$ cat src/sv/msr_pkg.sv
// Package for the Morse session receiver: register indexes, code bound,
// dictionary and seven-segment tables, lookup helpers.
// No dependencies.
package msr_pkg;

    localparam int MAX_CODE_LEN = 8;
    // Code length counter saturates at the bound or at 15, whichever is lower.
    localparam int CodeBound    = (MAX_CODE_LEN < 15) ? MAX_CODE_LEN : 15;
    localparam int DictSize     = 14;

    localparam int CfgIdxW = 8;
    localparam logic [CfgIdxW-1:0] REG_NOISE_MIN = 8'd0;
    localparam logic [CfgIdxW-1:0] REG_DOT_MAX   = 8'd1;
    localparam logic [CfgIdxW-1:0] REG_DASH_LOW  = 8'd2;
    localparam logic [CfgIdxW-1:0] REG_GAP_LIMIT = 8'd3;

    localparam logic [15:0] NOISE_MIN_RST = 16'd20;
    localparam logic [15:0] DOT_MAX_RST   = 16'd250;
    localparam logic [15:0] DASH_LOW_RST  = 16'd300;
    localparam logic [15:0] GAP_LIMIT_RST = 16'd600;

    typedef enum logic [1:0] {
        ACT_IGNORED = 2'd0,
        ACT_OPENED  = 2'd1,
        ACT_CLOSED  = 2'd2,
        ACT_SHOWN   = 2'd3
    } t_action;

    localparam logic [6:0] CH_UNKNOWN = 7'h3F;  // '?'
    localparam logic [6:0] CH_START   = 7'h3C;  // '<'
    localparam logic [6:0] CH_END     = 7'h3E;  // '>'
    localparam logic [6:0] CH_ZERO    = 7'h30;
    localparam logic [6:0] CH_NINE    = 7'h39;
    localparam logic [6:0] CH_S       = 7'h53;
    localparam logic [6:0] CH_O       = 7'h4F;

    localparam logic [7:0] SEG_BLANK = 8'h00;
    localparam logic [7:0] SEG_WAIT  = 8'h02;
    localparam logic [7:0] SEG_ERR   = 8'h01;

    localparam logic [6:0] DICT_CHAR [DictSize] = '{
        7'h53, 7'h4F, 7'h30, 7'h31, 7'h32, 7'h33, 7'h34,
        7'h35, 7'h36, 7'h37, 7'h38, 7'h39, 7'h3C, 7'h3E
    };
    localparam logic [3:0] DICT_LEN [DictSize] = '{
        4'd3, 4'd3, 4'd5, 4'd5, 4'd5, 4'd5, 4'd5,
        4'd5, 4'd5, 4'd5, 4'd5, 4'd5, 4'd5, 4'd6
    };
    localparam logic [7:0] DICT_BITS [DictSize] = '{
        8'h00, 8'h07, 8'h1F, 8'h0F, 8'h07, 8'h03, 8'h01,
        8'h00, 8'h10, 8'h18, 8'h1C, 8'h1E, 8'h15, 8'h05
    };

    localparam logic [7:0] DIGIT_SEG [10] = '{
        8'hFA, 8'h60, 8'hDC, 8'hF4, 8'h66, 8'hB6, 8'hEE, 8'hE0, 8'hFE, 8'hF6
    };

    // Entries are distinct, so at most one matches.
    function automatic logic [6:0] lookup_code(input logic [3:0] len,
                                               input logic [7:0] bits,
                                               input logic       ovf);
        logic [6:0] ch;
        ch = CH_UNKNOWN;
        for (int i = 0; i < DictSize; i++) begin
            if (DICT_LEN[i] == len && DICT_BITS[i] == bits) begin
                ch = DICT_CHAR[i];
            end
        end
        if (ovf) begin
            ch = CH_UNKNOWN;
        end
        return ch;
    endfunction

    function automatic logic [7:0] char_segments(input logic [6:0] ch);
        logic [6:0] ofs;
        logic [7:0] seg;
        ofs = ch - CH_ZERO;
        seg = SEG_ERR;
        if (ch >= CH_ZERO && ch <= CH_NINE) begin
            seg = DIGIT_SEG[ofs[3:0]];
        end else if (ch == CH_S) begin
            seg = DIGIT_SEG[5];
        end else if (ch == CH_O) begin
            seg = DIGIT_SEG[0];
        end
        return seg;
    endfunction

endpackage

$ cat src/sv/morse_session_receiver.sv
// Morse session receiver top level: pulse timing, code assembly, character
// decode and session tracking. Depends on msr_pkg.
//
// Usage:
//   Input channel (i_in_valid / o_in_ready): one beat per millisecond tick,
//   carrying the sampled line level. Output channel (o_out_valid /
//   i_out_ready): at most one beat per input beat, emitted when a character
//   ends (gap longer than gap_limit after the last kept symbol).
//   The output register loads the result on the clock edge that accepts the
//   input beat that ends the character. Throughput: one input beat per cycle;
//   the single output register limits it only while a result is held.
//   o_in_ready is high when the output register is empty or being drained
//   in the same cycle, so a stalled receiver stalls the input only while a
//   result is waiting.
//   Configuration: i_cfg_we writes register i_cfg_index (0 noise_min,
//   1 dot_max, 2 dash_low, 3 gap_limit); other indexes are ignored.
//   Reset (synchronous, active low) restores default thresholds, clears the
//   code, the timers and the session, and empties the output register.
module morse_session_receiver (
    input  logic                        i_clk,
    input  logic                        i_rst_n,
    input  logic                        i_in_valid,
    output logic                        o_in_ready,
    input  logic                        i_line_level,
    output logic                        o_out_valid,
    input  logic                        i_out_ready,
    output logic [6:0]                  o_decoded_char,
    output logic [1:0]                  o_action,
    output logic [7:0]                  o_segments,
    output logic                        o_session_open,
    input  logic                        i_cfg_we,
    input  logic [msr_pkg::CfgIdxW-1:0] i_cfg_index,
    input  logic [15:0]                 i_cfg_data
);

    logic [15:0] r_noise_min, r_dot_max, r_dash_low, r_gap_limit;

    logic        r_pulse_active, n_pulse_active;
    logic [15:0] r_pulse_ticks,  n_pulse_ticks;
    logic [15:0] r_gap_ticks,    n_gap_ticks;
    logic [3:0]  r_code_length,  n_code_length;
    logic [7:0]  r_code_symbols, n_code_symbols;
    logic        r_code_ovf,     n_code_ovf;
    logic        r_in_session,   n_in_session;

    logic        r_out_valid;
    logic [6:0]  r_out_char,     n_out_char;
    logic [1:0]  r_out_action,   n_out_action;
    logic [7:0]  r_out_seg,      n_out_seg;
    logic        r_out_session,  n_out_session;

    logic        accept;
    logic        fire;
    logic        kept;
    logic        is_dash;
    logic [6:0]  ch;
    msr_pkg::t_action act;

    assign o_in_ready = !r_out_valid || i_out_ready;
    assign accept     = i_in_valid && o_in_ready;

    always_comb begin
        n_pulse_active = r_pulse_active;
        n_pulse_ticks  = r_pulse_ticks;
        n_gap_ticks    = r_gap_ticks;
        n_code_length  = r_code_length;
        n_code_symbols = r_code_symbols;
        n_code_ovf     = r_code_ovf;
        n_in_session   = r_in_session;
        kept           = 1'b0;
        is_dash        = 1'b0;

        if (i_line_level) begin
            n_pulse_active = 1'b1;
            if (!r_pulse_active) begin
                n_pulse_ticks = 16'd1;
            end else if (r_pulse_ticks != 16'hFFFF) begin
                n_pulse_ticks = r_pulse_ticks + 16'd1;
            end
        end else if (r_pulse_active) begin
            n_pulse_active = 1'b0;
            n_pulse_ticks  = 16'd0;
            if (r_pulse_ticks > r_noise_min) begin
                // dot test wins when thresholds overlap
                if (r_pulse_ticks <= r_dot_max) begin
                    kept = 1'b1;
                end else if (r_pulse_ticks >= r_dash_low) begin
                    kept    = 1'b1;
                    is_dash = 1'b1;
                end
            end
        end

        if (kept) begin
            n_gap_ticks = 16'd0;
            if (r_code_length >= 4'(msr_pkg::CodeBound)) begin
                n_code_ovf = 1'b1;
            end else begin
                n_code_symbols = {r_code_symbols[6:0], is_dash};
                n_code_length  = r_code_length + 4'd1;
            end
        end else if (r_gap_ticks != 16'hFFFF) begin
            n_gap_ticks = r_gap_ticks + 16'd1;
        end

        fire = (n_code_length != 4'd0 || n_code_ovf) && (n_gap_ticks > r_gap_limit);
        ch   = msr_pkg::lookup_code(n_code_length, n_code_symbols, n_code_ovf);

        act       = msr_pkg::ACT_IGNORED;
        n_out_seg = msr_pkg::SEG_WAIT;
        if (!r_in_session) begin
            if (ch == msr_pkg::CH_START) begin
                act       = msr_pkg::ACT_OPENED;
                n_out_seg = msr_pkg::SEG_BLANK;
            end
        end else if (ch == msr_pkg::CH_END) begin
            act = msr_pkg::ACT_CLOSED;
        end else begin
            act       = msr_pkg::ACT_SHOWN;
            n_out_seg = msr_pkg::char_segments(ch);
        end

        if (fire) begin
            n_code_length  = 4'd0;
            n_code_symbols = 8'd0;
            n_code_ovf     = 1'b0;
            if (act == msr_pkg::ACT_OPENED) begin
                n_in_session = 1'b1;
            end else if (act == msr_pkg::ACT_CLOSED) begin
                n_in_session = 1'b0;
            end
        end

        n_out_char    = ch;
        n_out_action  = act;
        n_out_session = n_in_session;
    end

    always_ff @(posedge i_clk) begin
        if (!i_rst_n) begin
            r_noise_min <= msr_pkg::NOISE_MIN_RST;
            r_dot_max   <= msr_pkg::DOT_MAX_RST;
            r_dash_low  <= msr_pkg::DASH_LOW_RST;
            r_gap_limit <= msr_pkg::GAP_LIMIT_RST;
        end else if (i_cfg_we) begin
            case (i_cfg_index)
                msr_pkg::REG_NOISE_MIN: r_noise_min <= i_cfg_data;
                msr_pkg::REG_DOT_MAX:   r_dot_max   <= i_cfg_data;
                msr_pkg::REG_DASH_LOW:  r_dash_low  <= i_cfg_data;
                msr_pkg::REG_GAP_LIMIT: r_gap_limit <= i_cfg_data;
                default: ;
            endcase
        end
    end

    always_ff @(posedge i_clk) begin
        if (!i_rst_n) begin
            r_pulse_active <= 1'b0;
            r_pulse_ticks  <= 16'd0;
            r_gap_ticks    <= 16'd0;
            r_code_length  <= 4'd0;
            r_code_symbols <= 8'd0;
            r_code_ovf     <= 1'b0;
            r_in_session   <= 1'b0;
        end else if (accept) begin
            r_pulse_active <= n_pulse_active;
            r_pulse_ticks  <= n_pulse_ticks;
            r_gap_ticks    <= n_gap_ticks;
            r_code_length  <= n_code_length;
            r_code_symbols <= n_code_symbols;
            r_code_ovf     <= n_code_ovf;
            r_in_session   <= n_in_session;
        end
    end

    // output register: loads on a beat that ends a character
    always_ff @(posedge i_clk) begin
        if (!i_rst_n) begin
            r_out_valid <= 1'b0;
        end else if (accept && fire) begin
            r_out_valid <= 1'b1;
        end else if (i_out_ready) begin
            r_out_valid <= 1'b0;
        end
    end

    always_ff @(posedge i_clk) begin
        if (accept && fire) begin
            r_out_char    <= n_out_char;
            r_out_action  <= n_out_action;
            r_out_seg     <= n_out_seg;
            r_out_session <= n_out_session;
        end
    end

    assign o_out_valid    = r_out_valid;
    assign o_decoded_char = r_out_char;
    assign o_action       = r_out_action;
    assign o_segments     = r_out_seg;
    assign o_session_open = r_out_session;

endmodule

$ cat config.mk
export PLATFORM = sky130hd
export DESIGN_NAME = morse_session_receiver
export DESIGN_NICKNAME = d
export VERILOG_FILES = /design/src/sv/msr_pkg.sv /design/src/sv/morse_session_receiver.sv
export SDC_FILE = /design/constraint.sdc
export NUM_CORES = 1
export LEC_CHECK = 0
export BUFFER_PORTS_ARGS = -buffer_cell sky130_fd_sc_hd__buf_4
export CORE_MARGIN = 3
export CORE_UTILIZATION = 30
export CTS_BUF_LIST = sky130_fd_sc_hd__clkbuf_8
export CTS_CLUSTER_SIZE = 20
export DETAILED_ROUTE_END_ITERATION = 10
export GPL_TIMING_DRIVEN = 0
export PLACE_DENSITY = 0.49
export SYNTH_ARGS = -nofsm -noshare
export SYNTH_HDL_FRONTEND = slang
export SYNTH_SLANG_ARGS = --single-unit
$ cat constraint.sdc
create_clock -name i_clk -period 6.45 [get_ports i_clk]
set_input_delay 0.9675 -clock i_clk [delete_from_list [all_inputs] [get_ports i_clk]]
set_output_delay 0.9675 -clock i_clk [all_outputs]
set_load 0.1 [all_outputs]
---- Yosys cells after proc, flatten, opt, wreduce, memory -nomap -nowiden ----
Memories as Yosys holds them, arrays and structs flattened.
Index checks and enable logic that the tools add are counted.
storage, ports and cells
  flip-flop bits (word level) ............. 130
  output and inout bits ................... 20
  word-level logic and storage cells ...... 143
  memory bits (read-only) ................. 128
  input bits .............................. 30
  memories kept ........................... 1
memory list
  memory            words  bits a word  rd ports  clocked after memory_dff  write ports  RTL line       RTL
  (name not given)  16     8            1         0                         0            msr_pkg.sv:81  seg = DIGIT_SEG[ofs[3:0]];
cells by class
  equality and inequality tests ........... 26
  mux-type cells .......................... 56
  magnitude comparators ................... 8
  bitwise operators ....................... 1
  reduce and logical (&&, ||, !) cells .... 31
  add/subtract/negate cells ............... 4
operator list
  kind                     count
  $mux W7                  15
  $mux W16                 6
  $mux W8                  10
  $eq A5 B8 Y1 const A     6
  $add A16 B1 Y16 const B  2
  $gt A16 B16 Y1           2
  $ne A16 B16 Y1 const B   2
  $mux W1                  20
  $logic_and A1 B1 Y1      18
  $eq A3 B8 Y1 const A     2
  $eq A8 B2 Y1 const B     2
  $ge A16 B16 Y1           1
  $le A16 B16 Y1           1
  $logic_not A8 Y1         2
  $eq A7 B6 Y1 const B     2
  $eq A7 B7 Y1 const B     2
  $mux W4                  3
  $eq A1 B8 Y1 const A     1
  $eq A2 B8 Y1 const A     1
  $eq A3 B4 Y1 const A     2
  $eq A4 B8 Y1 const A     1
  $eq A8 B1 Y1 const B     1
  $reduce_and A2 Y1        4
  $ge A7 B6 Y1 const B     1
  other kinds (16)         19

---- Logic depth before layout (Yosys ltp) ----
Gate-level depths: netlist of the first run.
  depth after elaboration ................. 33
  gate-level depth with buffers ........... 24
  mapped depth without buffers ............ 21

---- Worst setup path after synthesis of the first run ----
Ideal clock, no wire load.
  kind .................................... register to register
  start ................................... register r_pulse_ticks[3]
  end ..................................... register r_out_action[0] (netlist: o_action[0]), enable pin
  buffers on the path ..................... 2
  library setup time ...................... 325 ps
  slack ................................... 1,648 ps
  clock period less this slack ............ 4,802 ps
  data arrival time ....................... 4,477 ps
  data required time ...................... 6,125 ps
  stages on the path, launching flop included .. 21
  path through ............................ dfxtp_1 > ha_1 > a21oi_1 > a211oi_4 > nor4b_4 > o31a_1 > buf_6 > clkbuf_1 > nor2_1 > ha_1 > a21o_1 > a21o_1 > a211o_1 > a21o_1 > a21o_1 > a21oi_1 > o22ai_1 > o32ai_1 > o21bai_1 > or2_2 > inv_1
on the way
  elaborated cells on any way between the ends .. 16
  classes of those cells .................. 4 x order compare; 8 x mux; 4 x reduce/logical
RTL lines
  what                     RTL line                       RTL
  start, declared          morse_session_receiver.sv:39   logic [15:0] r_pulse_ticks, n_pulse_ticks;
  start signal, assigned   morse_session_receiver.sv:167  r_pulse_ticks <= n_pulse_ticks;
  $ge A16 B16 Y1           morse_session_receiver.sv:87   end else if (r_pulse_ticks >= r_dash_low) begin
  $mux W1                  morse_session_receiver.sv:87
  $mux W1                  morse_session_receiver.sv:85   if (r_pulse_ticks <= r_dot_max) begin
  $mux W1 (*)              morse_session_receiver.sv:83   if (r_pulse_ticks > r_noise_min) begin
  $mux W1 (*)              morse_session_receiver.sv:80   end else if (r_pulse_active) begin
  $mux W1 (*)              morse_session_receiver.sv:73   if (i_line_level) begin
  $mux W16 (*)             morse_session_receiver.sv:94   if (kept) begin
  net n_gap_ticks[2]       morse_session_receiver.sv:40   logic [15:0] r_gap_ticks, n_gap_ticks;
  $gt A16 B16 Y1 (*)       morse_session_receiver.sv:106  fire = (n_code_length != 4'd0 || n_code_ovf) && (n_gap_ticks > r_gap_limit);
  $logic_and A1 B1 Y1 (*)  morse_session_receiver.sv:106
  $logic_and A1 B1 Y1 (*)  morse_session_receiver.sv:188  if (accept && fire) begin
  end signal, assigned     morse_session_receiver.sv:190  r_out_action <= n_out_action;
  end, declared            morse_session_receiver.sv:48   logic [1:0] r_out_action, n_out_action;
The timed path passes the listed nets; every way through them passes the cells marked *.
A chain may end at the register's enable or synchronous reset.

---- Final worst setup path of the first run ----
  start ................................... register r_pulse_ticks[14]
  end ..................................... register r_out_seg[0] (netlist: o_segments[0]), enable pin
on the way
  elaborated cells on any way between the ends .. 16
  classes of those cells .................. 4 x order compare; 8 x mux; 4 x reduce/logical
RTL lines
  what                     RTL line                       RTL
  $ge A16 B16 Y1           morse_session_receiver.sv:87
  $mux W1                  morse_session_receiver.sv:87
  $mux W1                  morse_session_receiver.sv:85
  $mux W1 (*)              morse_session_receiver.sv:83
  $mux W1 (*)              morse_session_receiver.sv:80
  $mux W1 (*)              morse_session_receiver.sv:73
  $mux W16 (*)             morse_session_receiver.sv:94
  net n_gap_ticks[2]       morse_session_receiver.sv:40
  $gt A16 B16 Y1 (*)       morse_session_receiver.sv:106
  $logic_and A1 B1 Y1 (*)  morse_session_receiver.sv:106
  $logic_and A1 B1 Y1 (*)  morse_session_receiver.sv:188
  end signal, assigned     morse_session_receiver.sv:191  r_out_seg <= n_out_seg;
  end, declared            morse_session_receiver.sv:49   logic [7:0] r_out_seg, n_out_seg;
Marks and branches as above.

==> reports/results.ini, run 1 <==
[hold_path]
hp-class=register to register
whs_path_depth=2
min_from=r_dot_max[14]$_SDFFE_PN0P_
min_to=r_dot_max[14]$_SDFFE_PN0P_

[setup_path]
cpMaxStageDelayCell=nor3_2
end_kind=register
slowest_delay_ns=0.62
rr_endpoint=o_segments[0]$_SDFFCE_PP0P_
criticalPathCategory=register to register
crit_required_ns=6.55
cp-start-kind=register
reg2reg_slack_ns=0.52
reg2regPathDepth=20
crit_fanout=18
worst_path_most_repeated_cell=a21o_1
crit_arrival_ns=6.03
regToRegStartpoint=r_pulse_ticks[14]$_SDFFE_PN0P_
path_cells=ha_1, nand4_1, or2_4, nor3_2, o31a_1, buf_6, clkbuf_1, nor2_1, ha_1, a21o_1, a21o_1, a211o_1, a21o_1, a21o_1, a21oi_1, o22ai_1, o32ai_1, o21bai_1, or2_2, inv_1

[layout]
fin_cells=1379
layout_commonest_cell=nand2_1
antenna_cells=0
drive_gt1_frac=0.1134
final_cell_mix=nand2_1 (152), dfxtp_1 (112), a21oi_1 (102)
final_util=0.3584
area.growth.synth_to_final_pct=15.72
finalInstanceArea_um2=9155
finalNetCount=1134

[pwr]
peakVddDrop_uv=123.2
seq_power_share=0.476
p_leak_nw=3.597
p_comb_frac=0.039
clkPwrFrac=0.485
cellInternalPower_w=0.001324
powerDensity_nw_per_um2=188.6
switching_share=0.2334
switching_power_w=0.0004030

[floorplan]
initial_core_util=0.3097
dieArea_um2=28360
top_level_ports=50
die_h_um=168.4
die_w_um=168.4
coreArea_um2=25540
num_rows=58

[cts]
cts_made_buffers=17
cts_tree=yes
clkLatencyLatePin_ns=0.45
clock-sinks=130
cts_root_buf=clkbuf_8
ctsHtreeMaxLevel=4
cts_buffer_depth=2
cts.clk_slew.worst_paths_ns=0.08
cts_resized=0

[synthesis]
syn_inst=969
ys_warn_count=0
synth_ff_type=dfxtp_1
ys_seq_area_frac=0.3517
netlist_area_um2=7911
synth_nets=1067
ys_ff_latch=130
synth-edff-count=18
avgSynthCellArea_um2=8.164
synth.distinct_cells=84
synthArstFlopShare=0

[timing]
setup_violations=0
post-route-period-util=0.9190
slew_viol_final=0
worst_slew_pin_slew_ns=1.104
hold_violations=0
max-slew-margin-rel=0.2571
fin_crit_ns=5.928
rsz0062_at_grt=no
fin_skew_ns=0.02315
max_clock_freq_mhz=168.7
setup_tns_ns=0

[detailed_routing]
vias_per_cell=4.995
wire_per_inst_um=15.68
wirelength_mm=21.62
dr.first_iter.drc_count=258
firstDrtPassIters=5
vias=6888
drtAntennaViolNets=0
drc_errors=0

[global_route]
grt_max_degree=19
grt_first_pass_wirelength_mm=34.39
first_global_vias=6474
antenna_found_initial=1
gr-total-overflow=0
gr-usage-all-layers=0.1522

[place]
hpwl_mm=16.69
dp.cells=1346
io_buffers=47
routabilityCongestion=0.8173
place_area_um2=8677

[run]
cap_violations=0

[outcome]
status=finished clean

-- kinds of logic (layout without fill, tap and decap cells) --
logic type	Yosys count	count (layout)	synth area share
compound gates	239	239	0.2045
xor+xnor	20	20	0.02309
fa+ha+maj	68	68	0.1075
buf+inv	124	204	0.06073
flops	130	130	0.3517
mux	27	27	0.03637
simple gates	361	361	0.2160
-- sequential cells by signal (all words and copies together) (netlist names) --
name,flops
r_gap_limit,16
r_code_ovf,1
o_out_valid,1
r_code_length,4
r_dash_low,16
r_gap_ticks,16
r_noise_min,16
r_in_session,1
o_decoded_char,7
r_pulse_active,1
o_action,2
o_segments,8
r_code_symbols,8
r_dot_max,16
r_pulse_ticks,16
o_session_open,1
-- per-stage QoR --
stage / setup slack (ns) / hold WS (ns) / total power (W)
floorplan: 1.648 / 0.4319 / 0.0008696
global placement: 0.3757 / 0.4398 / 0.0009099
detailed placement: 0.3575 / 0.4448 / 0.0009096
CTS: 0.3531 / 0.4554 / 0.001753
global route: 0.03760 / 0.4675 / 0.001790
finish: 0.5222 / 0.4526 / 0.001727
-- what timing repair did --
action | in CTS | in global routing
hold buffers | 0 | 0
setup endpoints to repair | 0 | 23
buffers inserted | 0 | 1
-- power groups by stage --
stage | Combinational, W | Clock [W] | Sequential, W
floorplan | 0.0000290 | 0 | 0.000841
global placement | 0.0000683 | 0 | 0.000842
detailed placement | 0.0000680 | 0 | 0.000842
CTS | 0.0000683 | 0.000862 | 0.000823
global route | 0.0000734 | 0.000893 | 0.000823
finish | 0.0000669 | 0.000837 | 0.000823
-- final cells by class --
class,instances,area (um2)
Buffer,44,180.2
Clock buffer,19,261.5
Clock inverter,13,209.0
Fill cell,2743,16390
Inverter,80,300.3
Multi-Input combinational cell,715,4648
Sequential cell,130,2783
Tap cell,330,412.9
Timing Repair Buffer,48,360.3
-- cell usage after synthesis (all sizes together) (3+ instances only) --
cell	n	area share
a211o	3	0.0033
a211oi	6	0.0073
a21o	20	0.019
a21oi	103	0.066
a22oi	8	0.0076
a31oi	7	0.0093
and2	4	0.0033
and3	9	0.0079
buf	8	0.0057
clkbuf	36	0.017
dfxtp	112	0.28
edfxtp	18	0.068
ha	68	0.11
inv	80	0.038
mux2	5	0.0085
mux2i	22	0.028
nand2	152	0.072
nand2b	11	0.0087
nand3	19	0.012
nand4	29	0.023
nor2	76	0.036
nor2b	9	0.0071
nor3	19	0.013
nor3b	3	0.0035
nor4	6	0.0055
o211ai	22	0.022
o21a	7	0.0066
o21ai	27	0.019
o22ai	3	0.0024
o31a	4	0.0044
o31ai	6	0.0074
o32ai	3	0.0033
or2	7	0.0059
or3	8	0.0063
xnor2	8	0.0098
xor2	12	0.013
-- worst max path at each step --
stage                                                 to                      startpoint  slack, ns  cells after the start
after floorplan                    o_action[0]$_DFFE_PP_   r_pulse_ticks[3]$_SDFFE_PN0P_       1.65                     20
after global placement       o_decoded_char[4]$_DFFE_PP_  r_pulse_ticks[14]$_SDFFE_PN0P_       0.38                     21
after detailed placement     o_segments[6]$_SDFFCE_PP0P_  r_pulse_ticks[14]$_SDFFE_PN0P_       0.36                     21
after CTS                    o_segments[0]$_SDFFCE_PP0P_  r_pulse_ticks[14]$_SDFFE_PN0P_       0.35                     21
after global routing      r_code_symbols[7]$_SDFFE_PN0P_  r_pulse_ticks[13]$_SDFFE_PN0P_       0.04                     22
final                        o_segments[0]$_SDFFCE_PP0P_  r_pulse_ticks[14]$_SDFFE_PN0P_       0.52                     20
-- metal layers --
layer,GRT usage,share of wire,wire length (um)
met1,0.2009,0.48,10450
met2,0.2578,0.47,10120
met3,0.03099,0.035,760
met4,0.03273,0.013,284
met5,0,0.00032,7
-- critical path: cells and delay by family (launching register included) --
family	cells	cell delay, ns
compound gates	10	2.21
simple gates	5	1.47
buf+inv	3	0.84
fa+ha+maj	2	0.66
flops	1	0.37
Note: power is estimated with default switching activity, not from simulation.
==> run 2, diff against run 1 <==
--- a/config.mk
+++ b/config.mk
@@ -9,3 +9,3 @@
 export CORE_MARGIN = 3
-export CORE_UTILIZATION = 30
+export CORE_UTILIZATION = 51
 export CTS_BUF_LIST = sky130_fd_sc_hd__clkbuf_8
@@ -14,3 +14,3 @@
 export GPL_TIMING_DRIVEN = 0
-export PLACE_DENSITY = 0.49
+export PLACE_DENSITY = 0.73
 export SYNTH_ARGS = -nofsm -noshare
--- a/constraint.sdc
+++ b/constraint.sdc
@@ -3,2 +3,2 @@
 set_output_delay 0.9675 -clock i_clk [all_outputs]
-set_load 0.1 [all_outputs]
+set_load 0.05 [all_outputs]
==> run 2 against run 1 <==
  * Critical endpoint is now o_decoded_char[4]$_DFFE_PP_
  * Die area is 40% lower
  * Largest power group is now registers
  * Sequential share of layout area is 0.97 points higher
  * Global-route usage is 9.2 points higher
  * Final area is 3.1% lower
  * Critical path depth is 1 higher
  * Largest cell class unchanged
  * Routed wire length is 6.7% lower
  * Worst hold slack better by 0.00057 ns
  * First-iteration DRC count is 140% higher
==> reports/results.ini, run 2 (synthesized netlist as in run 1, its figures left out) <==
[layout]
layout_commonest_cell=nand2_1
antenna_cells=0
drive_gt1_frac=0.1108
multiInputGateArea_um2=4648
finalNetCount=1133
fin_cells=1231
final_cell_mix=nand2_1 (152), dfxtp_1 (112), a21oi_1 (102)
area.growth.synth_to_final_pct=12.15
seqCellArea_um2=2783
fillers=1383

[detailed_routing]
drtAntennaViolNets=0
vias=7159
firstDrtPassIters=6
wire_per_inst_um=16.39
wirelength_mm=20.18
drc_errors=0
vias_per_cell=5.816
dr.first_iter.drc_count=630

[place]
routabilityCongestion=0.9140
dp.cells=1200
hpwl_mm=15.06
io_buffers=47

[timing]
slew_viol_final=0
worst_slew_pin_slew_ns=0.7974
hold_violations=0
max-slew-margin-rel=0.4684
setup_tns_ns=0
fin_skew_ns=0.01665
setup_violations=0
whs_ns=0.4532
post-route-period-util=0.9262
rsz0062_at_grt=no
fin_crit_ns=5.974
max_clock_freq_mhz=167.4

[cts]
cts_hold_buf=0
cts_root_buf=clkbuf_8
clkLatencyLatePin_ns=0.46
clock-sinks=130
cts_resized=0
cts_buffer_depth=2
cts.clk_slew.worst_paths_ns=0.08
cts_tree=yes
ctsHtreeMaxLevel=4
post_cts_buffers=0
cts_made_buffers=17

[setup_path]
reg2regPathDepth=21
criticalPathCategory=register to register
cp-start-kind=register
slowest_delay_ns=0.56
end_kind=register
cpMaxStageDelayCell=dfxtp_1
worst_path_most_repeated_cell=a21o_1
crit_fanout=18
crit_required_ns=6.56
crit_family=compound AO/OA/AOI/OAI gates
crit_arrival_ns=6.08
path_cells=ha_1, nand4_1, or2_4, a21oi_1, nor4b_4, o31a_1, buf_6, clkbuf_1, nor2_1, ha_1, a21o_1, a21o_1, a211o_1, a21o_1, a21o_1, a21oi_1, o22ai_1, o32ai_1, o21bai_1, or2_2, inv_1
critical_path_buf_inv_count=3
path_depth=21

[floorplan]
num_rows=44
initial_core_util=0.5322
top_level_ports=50
die_w_um=130.6
coreArea_um2=14860
die_h_um=130.6
dieArea_um2=17040

[hold_path]
hp-class=register to register
whs_path_depth=2

[pwr]
powerDensity_nw_per_um2=177.6
p_leak_nw=3.567
peakVddDrop_uv=131.3

[global_route]
grt_max_degree=19
gr-total-overflow=0
antenna_found_initial=0
gr-usage-all-layers=0.2446
first_global_vias=6558
grt_first_pass_wirelength_mm=32.95

[outcome]
status=finished clean

[run]
cap_violations=0

## run 2: cell types whose count changed in the layout (fill, tap and decap cells not counted)
cell,change
clkinv_2,+4
clkinvlp_4,-2
clkinv_4,-1
inv_1,+1
inv_4,+1
inv_6,-1
bufinv_16,-3
buf_4,-1
## run 2: through the flow
stage	area, um2	utilization	power (W)	worst slack (ns)
final	8872	0.5969	0.001576	0.4760
after floorplan	7911	-	0.0008696	1.648
after global routing	8872	0.5969	0.001621	0.1313
after CTS	8872	0.5969	0.001580	0.5467
after global placement	8494	0.5715	0.0009054	0.6246
after detailed placement	8494	0.5715	0.0009060	0.6311
## run 2: final timing paths
check / startpoint / end / slack (ns)
worst max register to register: r_pulse_ticks[12]$_SDFFE_PN0P_ / o_decoded_char[4]$_DFFE_PP_ / 0.48
worst max-delay path: r_pulse_ticks[12]$_SDFFE_PN0P_ / o_decoded_char[4]$_DFFE_PP_ / 0.48
worst min register to register: r_dot_max[13]$_SDFFE_PN0P_ / r_dot_max[13]$_SDFFE_PN0P_ / 0.45
worst min-delay path: r_dot_max[13]$_SDFFE_PN0P_ / r_dot_max[13]$_SDFFE_PN0P_ / 0.45
## run 2: routing by layer
| layer | up-vias | GRT usage | share of wire |
|---|---|---|---|
| met1 | 3313 | 0.3502 | 0.48 |
| met3 | 40 | 0.05163 | 0.062 |
| li1 | 3549 | - | - |
| met5 | - | 0 | 0 |
| met4 | 0 | 0.07320 | 0.021 |
| met2 | 257 | 0.3723 | 0.44 |
## run 2: area by class of cell
class	instances	share of cell area
buffer	44	0.02031
inverter	80	0.03385
clock inverter	12	0.01312
multi-input combinational	715	0.5239
sequential	130	0.3136
timing repair buffer	47	0.03977
tap	184	0.02595
clock buffer	19	0.02947
## run 2: report_power, final
group	leakage (nW)	internal (W)	switching, W	total [W]
Combinational	2.27	0.0000222	0.0000436	0.0000658
Sequential	1.09	0.000820	0.00000286	0.000823
Clock	0.208	0.000356	0.000331	0.000687
Total	3.57	0.00120	0.000377	0.00158
## run 2: worst reg2reg max path, cell delays in order (launching register included)
cell and delay (ns):
dfxtp_1 0.56, ha_1 0.31, nand4_1 0.16, or2_4 0.20, a21oi_1 0.09, nor4b_4 0.55
o31a_1 0.25, buf_6 0.16, clkbuf_1 0.35, nor2_1 0.14, ha_1 0.31, a21o_1 0.16
a21o_1 0.17, a211o_1 0.29, a21o_1 0.17, a21o_1 0.17, a21oi_1 0.16, o22ai_1 0.10
o32ai_1 0.37, o21bai_1 0.42, or2_2 0.25, inv_1 0.28
